File: src/design/cspb_pkg.sv
// Shared types, constants and helper functions for the clipped sprite blit.
// No dependencies; every other design file refers to this package by scoped names.
package cspb_pkg;

	localparam int MaxDim = 4096;
	localparam int SizeW  = 13;
	localparam int CntW   = $clog2(MaxDim);
	localparam int AddrW  = 24;
	localparam int PixW   = 32;

	typedef enum logic [2:0] {
		REG_SCREEN_W = 3'd0,
		REG_SCREEN_H = 3'd1,
		REG_TEX_W    = 3'd2,
		REG_TEX_H    = 3'd3,
		REG_POS_X    = 3'd4,
		REG_POS_Y    = 3'd5
	} reg_idx_t;

	typedef struct packed {
		logic [SizeW-1:0]        screen_width;
		logic [SizeW-1:0]        screen_height;
		logic [SizeW-1:0]        tex_width;
		logic [SizeW-1:0]        tex_height;
		logic signed [SizeW-1:0] pos_x;
		logic signed [SizeW-1:0] pos_y;
	} cfg_t;

	// Work carried from the walk stage to the output stage.
	typedef struct packed {
		logic            we;
		logic [CntW-1:0] sx;
		logic [CntW-1:0] sy;
		logic            last;
		logic [PixW-1:0] tex;
		logic [PixW-1:0] back;
	} s1_t;

	// A size of zero acts as one; anything above the maximum acts as the maximum.
	function automatic logic [SizeW-1:0] clamp_size(input logic [SizeW-1:0] v);
		logic [SizeW-1:0] r;
		r = v;
		if (v == '0) begin
			r = SizeW'(1);
		end else if (v > SizeW'(MaxDim)) begin
			r = SizeW'(MaxDim);
		end
		return r;
	endfunction

	// dst + floor(alpha * (src - dst) / 256), kept to eight bits.
	function automatic logic [7:0] blend_byte(input logic [7:0] s, input logic [7:0] d,
			input logic [7:0] a);
		logic signed [8:0]  diff;
		logic signed [17:0] prod;
		diff = $signed({1'b0, s}) - $signed({1'b0, d});
		prod = $signed({10'b0, a}) * 18'(diff);
		return d + prod[15:8];
	endfunction

endpackage

File: src/design/clipped_sprite_alpha_blit.sv
// Clipped sprite blit with alpha blending, top level.
// Each input transfer is registered in the walk stage and then in the output stage before its result is valid.
// Throughput: one texel per cycle; both stages hold while the output is stalled.
// Reset clears the counters and valid flags, sizes to 1 and positions to 0.
// Instantiates cspb_cfg, cspb_walk and cspb_out; depends on cspb_pkg.
module clipped_sprite_alpha_blit (
	input  logic                       clk,
	input  logic                       arst_n,
	input  logic                       cfg_we,
	input  logic [2:0]                 cfg_index,
	input  logic [cspb_pkg::SizeW-1:0] cfg_data,
	input  logic                       in_valid,
	output logic                       in_ready,
	input  logic [cspb_pkg::PixW-1:0]  tex_pixel,
	input  logic [cspb_pkg::PixW-1:0]  back_pixel,
	output logic                       out_valid,
	input  logic                       out_ready,
	output logic                       write_enable,
	output logic [cspb_pkg::AddrW-1:0] pixel_address,
	output logic [cspb_pkg::PixW-1:0]  pixel_value,
	output logic                       last
);

	cspb_pkg::cfg_t cfg;
	cspb_pkg::s1_t  s1;
	logic           s1_valid;
	logic           s2_take;

	cspb_cfg u_cfg (
		.clk       (clk),
		.arst_n    (arst_n),
		.cfg_we    (cfg_we),
		.cfg_index (cfg_index),
		.cfg_data  (cfg_data),
		.cfg       (cfg)
	);

	cspb_walk u_walk (
		.clk        (clk),
		.arst_n     (arst_n),
		.cfg        (cfg),
		.in_valid   (in_valid),
		.in_ready   (in_ready),
		.tex_pixel  (tex_pixel),
		.back_pixel (back_pixel),
		.s2_take    (s2_take),
		.s1_valid   (s1_valid),
		.s1         (s1)
	);

	cspb_out u_out (
		.clk           (clk),
		.arst_n        (arst_n),
		.cfg           (cfg),
		.s1_valid      (s1_valid),
		.s1            (s1),
		.s2_take       (s2_take),
		.out_valid     (out_valid),
		.out_ready     (out_ready),
		.write_enable  (write_enable),
		.pixel_address (pixel_address),
		.pixel_value   (pixel_value),
		.last          (last)
	);

endmodule

File: src/design/cspb_cfg.sv
// Configuration register bank of the clipped sprite blit.
// Depends on cspb_pkg for the register indexes, the cfg_t type and size clamping.
module cspb_cfg (
	input  logic                       clk,
	input  logic                       arst_n,
	input  logic                       cfg_we,
	input  logic [2:0]                 cfg_index,
	input  logic [cspb_pkg::SizeW-1:0] cfg_data,
	output cspb_pkg::cfg_t             cfg
);

	cspb_pkg::cfg_t cfg_q;

	always_ff @(posedge clk or negedge arst_n) begin
		if (!arst_n) begin
			cfg_q.screen_width  <= cspb_pkg::SizeW'(1);
			cfg_q.screen_height <= cspb_pkg::SizeW'(1);
			cfg_q.tex_width     <= cspb_pkg::SizeW'(1);
			cfg_q.tex_height    <= cspb_pkg::SizeW'(1);
			cfg_q.pos_x         <= '0;
			cfg_q.pos_y         <= '0;
		end else if (cfg_we) begin
			case (cfg_index)
				cspb_pkg::REG_SCREEN_W: cfg_q.screen_width  <= cspb_pkg::clamp_size(cfg_data);
				cspb_pkg::REG_SCREEN_H: cfg_q.screen_height <= cspb_pkg::clamp_size(cfg_data);
				cspb_pkg::REG_TEX_W:    cfg_q.tex_width     <= cspb_pkg::clamp_size(cfg_data);
				cspb_pkg::REG_TEX_H:    cfg_q.tex_height    <= cspb_pkg::clamp_size(cfg_data);
				cspb_pkg::REG_POS_X:    cfg_q.pos_x         <= $signed(cfg_data);
				cspb_pkg::REG_POS_Y:    cfg_q.pos_y         <= $signed(cfg_data);
				default: ;
			endcase
		end
	end

	assign cfg = cfg_q;

endmodule

File: src/design/cspb_walk.sv
// Input stage: texel column/row counters, screen placement and clipping.
// Depends on cspb_pkg for cfg_t, s1_t and the width constants.
module cspb_walk (
	input  logic                      clk,
	input  logic                      arst_n,
	input  cspb_pkg::cfg_t            cfg,
	input  logic                      in_valid,
	output logic                      in_ready,
	input  logic [cspb_pkg::PixW-1:0] tex_pixel,
	input  logic [cspb_pkg::PixW-1:0] back_pixel,
	input  logic                      s2_take,
	output logic                      s1_valid,
	output cspb_pkg::s1_t             s1
);

	localparam int CntW = cspb_pkg::CntW;
	localparam int SizeW = cspb_pkg::SizeW;

	logic [CntW-1:0]    col_q, row_q;
	logic               valid_s1;
	cspb_pkg::s1_t      data_s1;
	logic               accept;
	logic signed [SizeW:0] sx, sy;
	logic               on_x, on_y;
	logic               col_end, row_end;

	assign in_ready = !valid_s1 || s2_take;
	assign accept   = in_valid && in_ready;

	// Screen coordinates are one bit wider than the position so a negative sum is seen.
	assign sx = (SizeW+1)'(cfg.pos_x) + $signed({2'b0, col_q});
	assign sy = (SizeW+1)'(cfg.pos_y) + $signed({2'b0, row_q});
	assign on_x = !sx[SizeW] && (sx[SizeW-1:0] < cfg.screen_width);
	assign on_y = !sy[SizeW] && (sy[SizeW-1:0] < cfg.screen_height);

	assign col_end = ({1'b0, col_q} + SizeW'(1)) >= cfg.tex_width;
	assign row_end = ({1'b0, row_q} + SizeW'(1)) >= cfg.tex_height;

	always_ff @(posedge clk or negedge arst_n) begin
		if (!arst_n) begin
			col_q    <= '0;
			row_q    <= '0;
			valid_s1 <= 1'b0;
		end else begin
			if (accept) begin
				if (col_end) begin
					col_q <= '0;
					row_q <= row_end ? '0 : row_q + CntW'(1);
				end else begin
					col_q <= col_q + CntW'(1);
				end
			end
			if (in_ready) begin
				valid_s1 <= in_valid;
			end
		end
	end

	always_ff @(posedge clk) begin
		if (accept) begin
			data_s1.we   <= on_x && on_y && (tex_pixel[31:24] != 8'd0);
			data_s1.sx   <= sx[CntW-1:0];
			data_s1.sy   <= sy[CntW-1:0];
			data_s1.last <= col_end && row_end;
			data_s1.tex  <= tex_pixel;
			data_s1.back <= back_pixel;
		end
	end

	assign s1_valid = valid_s1;
	assign s1       = data_s1;

endmodule

File: src/design/cspb_out.sv
// Output stage: screen address, copy or alpha blend, and the result register.
// Depends on cspb_pkg for cfg_t, s1_t, widths and the blend function.
module cspb_out (
	input  logic                       clk,
	input  logic                       arst_n,
	input  cspb_pkg::cfg_t             cfg,
	input  logic                       s1_valid,
	input  cspb_pkg::s1_t              s1,
	output logic                       s2_take,
	output logic                       out_valid,
	input  logic                       out_ready,
	output logic                       write_enable,
	output logic [cspb_pkg::AddrW-1:0] pixel_address,
	output logic [cspb_pkg::PixW-1:0]  pixel_value,
	output logic                       last
);

	localparam int AddrW = cspb_pkg::AddrW;
	localparam int PixW  = cspb_pkg::PixW;
	localparam int ProdW = cspb_pkg::CntW + cspb_pkg::SizeW;

	logic             valid_q;
	logic             we_q, last_q;
	logic [AddrW-1:0] addr_q;
	logic [PixW-1:0]  value_q;
	logic [ProdW-1:0] row_base;
	logic [AddrW-1:0] addr;
	logic [PixW-1:0]  blended, value;

	assign s2_take = s1_valid && (!valid_q || out_ready);

	assign row_base = ProdW'(s1.sy) * ProdW'(cfg.screen_width);
	assign addr     = row_base[AddrW-1:0] + AddrW'(s1.sx);

	// Partial alpha blends the color bytes and keeps the screen pixel's alpha.
	assign blended = {s1.back[31:24],
		cspb_pkg::blend_byte(s1.tex[23:16], s1.back[23:16], s1.tex[31:24]),
		cspb_pkg::blend_byte(s1.tex[15:8],  s1.back[15:8],  s1.tex[31:24]),
		cspb_pkg::blend_byte(s1.tex[7:0],   s1.back[7:0],   s1.tex[31:24])};
	assign value = (s1.tex[31:24] == 8'hFF) ? s1.tex : blended;

	always_ff @(posedge clk or negedge arst_n) begin
		if (!arst_n) begin
			valid_q <= 1'b0;
		end else if (!valid_q || out_ready) begin
			valid_q <= s1_valid;
		end
	end

	always_ff @(posedge clk) begin
		if (s2_take) begin
			we_q    <= s1.we;
			last_q  <= s1.last;
			addr_q  <= s1.we ? addr : '0;
			value_q <= s1.we ? value : '0;
		end
	end

	assign out_valid     = valid_q;
	assign write_enable  = we_q;
	assign last          = last_q;
	assign pixel_address = addr_q;
	assign pixel_value   = value_q;

endmodule
File: config.mk
export PLATFORM = sky130hd
export DESIGN_NAME = clipped_sprite_alpha_blit
export DESIGN_NICKNAME = d
export VERILOG_FILES = /design/src/design/cspb_pkg.sv /design/src/design/clipped_sprite_alpha_blit.sv /design/src/design/cspb_cfg.sv /design/src/design/cspb_walk.sv /design/src/design/cspb_out.sv
export SDC_FILE = /design/constraint.sdc
export NUM_CORES = 1
export LEC_CHECK = 0
export BUFFER_PORTS_ARGS = -buffer_cell sky130_fd_sc_hd__buf_2
export CORE_UTILIZATION = 30
export CTS_BUF_LIST = sky130_fd_sc_hd__clkbuf_4
export DETAILED_ROUTE_END_ITERATION = 6
export HOLD_SLACK_MARGIN = 0.15
export SLEW_MARGIN = 40
export SYNTH_ARGS = -nofsm -noshare
export SYNTH_HDL_FRONTEND = slang
export SYNTH_HIERARCHICAL = 1
export SYNTH_SLANG_ARGS = --single-unit
File: constraint.sdc
create_clock -name clk -period 7.44 [get_ports clk]
set_input_delay 1.488 -clock clk [delete_from_list [all_inputs] [get_ports clk]]
set_output_delay 1.488 -clock clk [all_outputs]
set_load 0.03 [all_outputs]
==> results of run 1 <==
-- layout by cell type (no fill, tap or decap), types with 20 or more instances in the layout --
master	instances
o21ai_0	76
dfrtp_1	100
o21a_1	29
nand2_1	298
ha_1	302
buf_4	104
fa_1	251
xor2_1	28
nand2b_1	50
clkbuf_4	113
clkinv_1	20
xnor2_1	82
buf_2	143
nor2_1	110
a21o_1	28
nor3b_1	21
inv_1	386
nand3_1	29
edfxtp_1	148
and2_1	160
nor3_1	22
a21oi_1	76
mux2_2	24
-- area by class of cell --
class	instances	area, um2
clock buffers	113	848
fillers	8749	55400
diodes	2	5.00
multi-input cells	1891	17400
well taps	1144	1430
repair buffers	250	1540
clock inverters	32	179
flip-flops and latches	252	7050
inverters	388	1460
-- final timing paths --
check | start | endpoint | slack (ns) | cells after the start
worst min register to register | u_cfg/cfg[64] | u_cfg/cfg[64] | 0.48 | 2
worst max register to register | u_walk/s1[41] | u_out/pixel_value[15] | -0.07 | 30
worst min-delay path | u_cfg/cfg[64] | u_cfg/cfg[64] | 0.48 | 2
max in group asynchronous | arst_n | u_cfg/cfg[63] | 5.85 | 2
min in group asynchronous | arst_n | u_walk/col_q[9] | 0.55 | 1
worst max-delay path | u_walk/s1[41] | u_out/pixel_value[15] | -0.07 | 30
-- state kept, by name (all words and copies together) (netlist names) --
name,flops
u_cfg/cfg,78
u_out/last,1
u_out/out_valid,1
u_out/pixel_address,24
u_out/pixel_value,32
u_out/write_enable,1
u_walk/col_q,12
u_walk/row_q,12
u_walk/s1,90
u_walk/s1_valid,1
-- cell usage after synthesis (28+ instances only) --
| cell type | n | area, um2 |
|---|---|---|
| nand3_1 | 30 | 150 |
| and2_1 | 161 | 1010 |
| o21a_1 | 29 | 218 |
| nor2_1 | 113 | 424 |
| o21ai_0 | 87 | 435 |
| inv_1 | 387 | 1450 |
| clkbuf_1 | 71 | 267 |
| nand2b_1 | 50 | 313 |
| ha_1 | 309 | 3870 |
| edfxtp_1 | 148 | 4440 |
| nand2_1 | 302 | 1130 |
| xnor2_1 | 83 | 727 |
| dfrtp_1 | 100 | 2500 |
| a21oi_1 | 92 | 460 |
| a21o_1 | 28 | 210 |
| xor2_1 | 29 | 254 |
| fa_1 | 254 | 5080 |
-- cells by family (layout without fill, tap and decap cells) --
kind of cell,count (synthesis),after routing,synth area share
adders and majority gates,563,563,0.346
and+or+nand+nor,812,812,0.162
muxes,35,35,0.0148
buffers and inverters,475,783,0.0707
DFF,252,252,0.273
other,0,2,0
xor gates and xnor gates,114,114,0.0397
AOI/OAI and AO/OA,367,367,0.0948
-- routing by layer --
layer,vias up,GRT usage
li1,9206,-
met1,9265,0.188
met2,370,0.255
met3,92,0.0337
met4,0,0.0490
met5,-,0
-- timing repair --
| item | in CTS | in global routing |
|---|---|---|
| buffers inserted | 10 | 11 |
| resized for setup | 19 | 52 |
| pin swaps | 24 | 43 |
| gates cloned | 0 | 0 |
| hold buffers | 0 | 0 |
| setup endpoints to repair | 5 | 10 |
-- stage by stage --
step,utilization,hold WS (ns),setup TNS (ns)
global route,0.350,0.496,-0.522
CTS,0.346,0.452,-0.129
floorplan,-,0.400,-0.00356
finish,0.350,0.484,-0.0750
detailed placement,0.333,0.472,-0.369
global placement,0.332,0.461,-0.128
-- tightest hold or removal path, cell delays in order (launching register included) --
cell	delay [ns]
dfrtp_1	0.34
nand2_1	0.04
o21ai_0	0.06
==> summary.md, run 1 <==
| Metric | Value |
|---|---|
| Outcome | `complete, but fails checks` |
| Failing checks | `setup timing` |
| Met3 wire len | `roughly 3300 um` |
| Most used cell, CP | `fa_1` |
| Worst-Skew Late Latency | `about 0.87 ns` |
| WP data arrival | `a little over 8 ns` |
| Max-cap check violation count | `0` |
| Ys flop type | `edfxtp_1` |
| Routed len/inst | `roughly 16 um` |
| # IOs | `between 100 and 150` |
| Final Max Tran Viols | `0` |
| Post-synth ARST share | `0.413` |
| Cell family with most CP delay | `adder cells` |
| Final Hold Viols | `0` |
| Design area | `29900 um2` |
| Critical path class | `register to register` |
| Vias per cell | `about 4.6` |
| Met1 wire length | `roughly 28000 um` |
| CORE AREA | `approximately 85000 um2` |
| Worst-path fanout max | `2` |
| Post-route clock period utilization | `1.01` |
| Placed cell count | `3904` |
| WL met2 | `30900 um` |
| Drt total wl | `64200 um` |
| Syn Inst Count | `between 2000 and 3000` |
| Layout Cells excl Fill | `slightly above 4000` |
| Clock buffer depth | `3` |
| Unrepaired setup endpoints after global routing | `true` |
| Post-synthesis sequential area ratio | `0.273` |
| Critical Path RT | `about 8 ns` |
| Row count | `between 100 and 150` |
| Initial Util | `0.303` |
| Post-synth cell types | `95` |
| Largest net degree at the start of global routing | `76` |
| H-tree levels | `3` |
| Post-synth EDFFs | `148` |
| Vias in the first global route | `19800` |
| Critical Path Source Type | `register` |
| First-pass detailed-route iteration total | `5` |
| Final Critical Period | `roughly 7.5 ns` |
| DR top layer | `met4` |
| CTS clk-pin slew, worst paths | `roughly 0.07 ns` |
| Pre-CTS setup slack | `-0.153 ns` |
| DR DRC count | `0` |
| WP buf/inv | `4` |
| Dpl hpwl | `between 40000 and 50000 um` |
| Cts bufs inserted | `just over 80` |
| Mean post-synth cell area | `between 9 and 10 um2` |
| Final ANT Viol Nets | `0` |
| Max stage delay on crit path | `around 0.53 ns` |
| Ys Warns | `6` |
| Total GRT Usage | `0.150` |
| Syn nets | `about 3300` |
| Routability cong. | `~0.8` |
| Via count | `about 19000` |
| Die area | `around 87000 um2` |
| Max_slew headroom | `0.469` |
| HP Class | `register to register` |
| First-pass GRT wire length | `approximately 100000 um` |
| Initial antenna violation count | `3` |
| Element type at the critical path end | `register` |
| #FFs+latches synth | `approximately 250` |
| Total gr overflow | `0` |
| Post-DP Area | `28400 um2` |
| CTS tree | `built` |
| Final setup viols | `1` |
| Slowest cell on crit path | `fa_1` |
| Final setup margin | `-0.0750 ns` |
| Die Height | `around 300 um` |
| # port buffers | `roughly 140` |
| Total clock sinks | `252` |
| Least-Margin Pin Slew | `between 0.7 and 0.8 ns` |
| Max Fclk | `about 130 MHz` |
| Die X | `approximately 300 um` |
| Post-layout nets | `between 3000 and 4000` |
| Root buf cell | `clkbuf_4` |
| P&R area growth vs syn | `15.4%` |
| Cell Area, Synth | `25900 um2` |
| DR iter-0 viols | `about 800` |
| Skew final | `approximately 0.079 ns` |
| Layout cells sized above 1 | `0.178` |
Power of run 1 is not shown: default switching activity piles up to over one toggle a cycle in this logic, so the estimate is an artifact.
==> run 2, diff against run 1 <==
--- a/config.mk
+++ b/config.mk
@@ -8,6 +8,7 @@
 export BUFFER_PORTS_ARGS = -buffer_cell sky130_fd_sc_hd__buf_2
 export CORE_UTILIZATION = 30
 export CTS_BUF_LIST = sky130_fd_sc_hd__clkbuf_4
+export CTS_CLUSTER_DIAMETER = 50
 export DETAILED_ROUTE_END_ITERATION = 6
 export HOLD_SLACK_MARGIN = 0.15
 export SLEW_MARGIN = 40
@@ -15,3 +16,4 @@
 export SYNTH_HDL_FRONTEND = slang
 export SYNTH_HIERARCHICAL = 1
 export SYNTH_SLANG_ARGS = --single-unit
+export TNS_END_PERCENT = 5
==> summary.md, run 2 (synthesis results as in run 1) <==
| Metric | Value |
|---|---|
| Row count | `107 (unchanged)` |
| Worst R2R Start | `u_walk/s1[41] (unchanged)` |
| Vias in the first global route | `19800 (about the same)` |
| Critical path class | `register to register (unchanged)` |
| Failing checks | `setup timing (unchanged)` |
| Final Hold Viols | `0 (unchanged)` |
| Die Height | `296 um (unchanged)` |
| Element type at the critical path end | `register (unchanged)` |
| Drt total wl | `63800 um (was 64200 um)` |
| Total clock sinks | `252 (unchanged)` |
| Total GRT Usage | `0.150 (about the same)` |
| Die area | `87400 um2 (unchanged)` |
| Outcome | `complete, but fails checks (unchanged)` |
| Unrepaired setup endpoints after global routing | `true (unchanged)` |
| Max_slew headroom | `0.463 (was 0.469)` |
| CTS clk-pin slew, worst paths | `0.06 ns (was 0.07 ns)` |
| WP buf/inv | `4 (unchanged)` |
| Max Fclk | `134 MHz (was 133 MHz)` |
| Clock buffer depth | `3 (unchanged)` |
| Worst-path fanout max | `2 (unchanged)` |
| Largest net degree at the start of global routing | `76 (unchanged)` |
| Final Critical Period | `7.48 ns (was 7.51 ns)` |
| HP Class | `register to register (unchanged)` |
| Most common cell after layout, fill and taps aside | `inv_1 (unchanged)` |
| Initial Util | `0.303 (unchanged)` |
| Critical Path Source Type | `register (unchanged)` |
| Via count | `18900 (about the same)` |
| Routability cong. | `0.808 (unchanged)` |
| Cts bufs inserted | `79 (was 81)` |
| Post-route clock period utilization | `1.01 (about the same)` |
| Skew final | `0.0902 ns (was 0.0789 ns)` |
| Critical Path RT | `8.12 ns (about the same)` |
| Final setup viols | `1 (unchanged)` |
| Post-layout nets | `3495 (was 3512)` |
| Hold_ws | `0.484 ns (about the same)` |
| Dpl hpwl | `49000 um (unchanged)` |
| # port buffers | `144 (unchanged)` |
| First-pass GRT wire length | `103000 um (about the same)` |
| Final ANT Viol Nets | `0 (unchanged)` |
| CTS tree | `built (unchanged)` |
| Worst-Skew Late Latency | `0.88 ns (was 0.87 ns)` |
| Cell family with most CP delay | `adder cells (unchanged)` |
| Die X | `296 um (unchanged)` |
| Max-cap check violation count | `0 (unchanged)` |
| Least-Margin Pin Slew | `0.805 ns (was 0.797 ns)` |
| Vias per cell | `4.65 (about the same)` |
| Total gr overflow | `0 (unchanged)` |
| Layout cells sized above 1 | `0.163 (was 0.178)` |
| First-pass detailed-route iteration total | `7 (was 5)` |
| Final setup margin | `-0.0443 ns (was -0.0750 ns)` |
| H-tree levels | `3 (unchanged)` |
| # IOs | `145 (unchanged)` |
| Slowest cell on crit path | `fa_1 (unchanged)` |
| Initial antenna violation count | `3 (unchanged)` |
| Setup crit start | `u_walk/s1[41] (unchanged)` |
| Max stage delay on crit path | `0.53 ns (about the same)` |
| CORE AREA | `85300 um2 (unchanged)` |
| Routed len/inst | `15.7 um (was 15.8 um)` |
| HP Start | `u_cfg/cfg[64] (unchanged)` |
| WP data arrival | `8.16 ns (was 8.19 ns)` |
| Max FFs per register | `90 (unchanged)` |
| P&R area growth vs syn | `14.5% (was 15.4%)` |
| DR DRC count | `0 (unchanged)` |
| Hold buffers post-CTS | `0 (unchanged)` |
| Most used cell, CP | `fa_1 (unchanged)` |
| Most frequent cells in the layout | `inv_1, ha_1, nand2_1, fa_1, and2_1 (unchanged)` |
| Root buf cell | `clkbuf_4 (unchanged)` |
| DR iter-0 viols | `841 (was 791)` |
| Final Max Tran Viols | `0 (unchanged)` |
-- run 2: cell count changes in the layout (fill, tap and decap cells not counted), sizes merged --
cell and change:
bufinv +1, clkbuf -8, diode -1, clkinv +6, inv +2, buf -15
-- run 2: tightest hold or removal path, stage by stage (launching register included) --
cell	delay, ns
dfrtp_1	0.34
nand2_1	0.04
o21ai_0	0.06
-- run 2: worst paths after layout --
kind	slack (ns)	depth (start not counted)	end
min	0.48	2	u_cfg/cfg[64]
max	-0.04	30	u_out/pixel_value[15]
min in group asynchronous	0.55	1	u_walk/col_q[8]
max reg2reg	-0.04	30	u_out/pixel_value[15]
min reg2reg	0.48	2	u_cfg/cfg[64]
max in group asynchronous	5.85	2	u_cfg/cfg[63]
-- run 2: per-stage QoR --
step,setup slack (ns),util,instances,cell area [um2],setup TNS [ns]
2_1_floorplan,-0.00356,-,2618,25900,-0.00356
3_3_place_gp,-0.0865,0.332,3902,28300,-0.128
3_5_place_dp,-0.153,0.333,3904,28400,-0.369
4_1_cts,-0.0918,0.345,4050,29400,-0.249
5_1_grt,-0.338,0.347,4057,29600,-1.41
6_report,-0.0443,0.347,4057,29600,-0.0443
-- run 2: layout make-up --
type / count / area [um2]
Inverter: 388 / 1460
Timing Repair Buffer: 235 / 1430
Multi-Input combinational cell: 1891 / 17200
Sequential cell: 252 / 7050
Clock buffer: 105 / 788
Antenna cell: 1 / 2.50
Tap cell: 1144 / 1430
Fill cell: 8771 / 55700
Clock inverter: 41 / 240
-- run 2: what timing repair did --
item	in CTS	in global routing
gates resized for setup	6	34
setup endpoints to repair	5	11
buffers inserted	0	6
hold endpoints to repair	0	0
pin swaps	2	24
-- run 2: layer usage --
layer  GRT usage  routed length (um)
met1       0.188               28300
met4      0.0500                1520
met2       0.255               30700
met3      0.0318                3220
met5           0                   0
Power of run 2 is left out for the same reason.
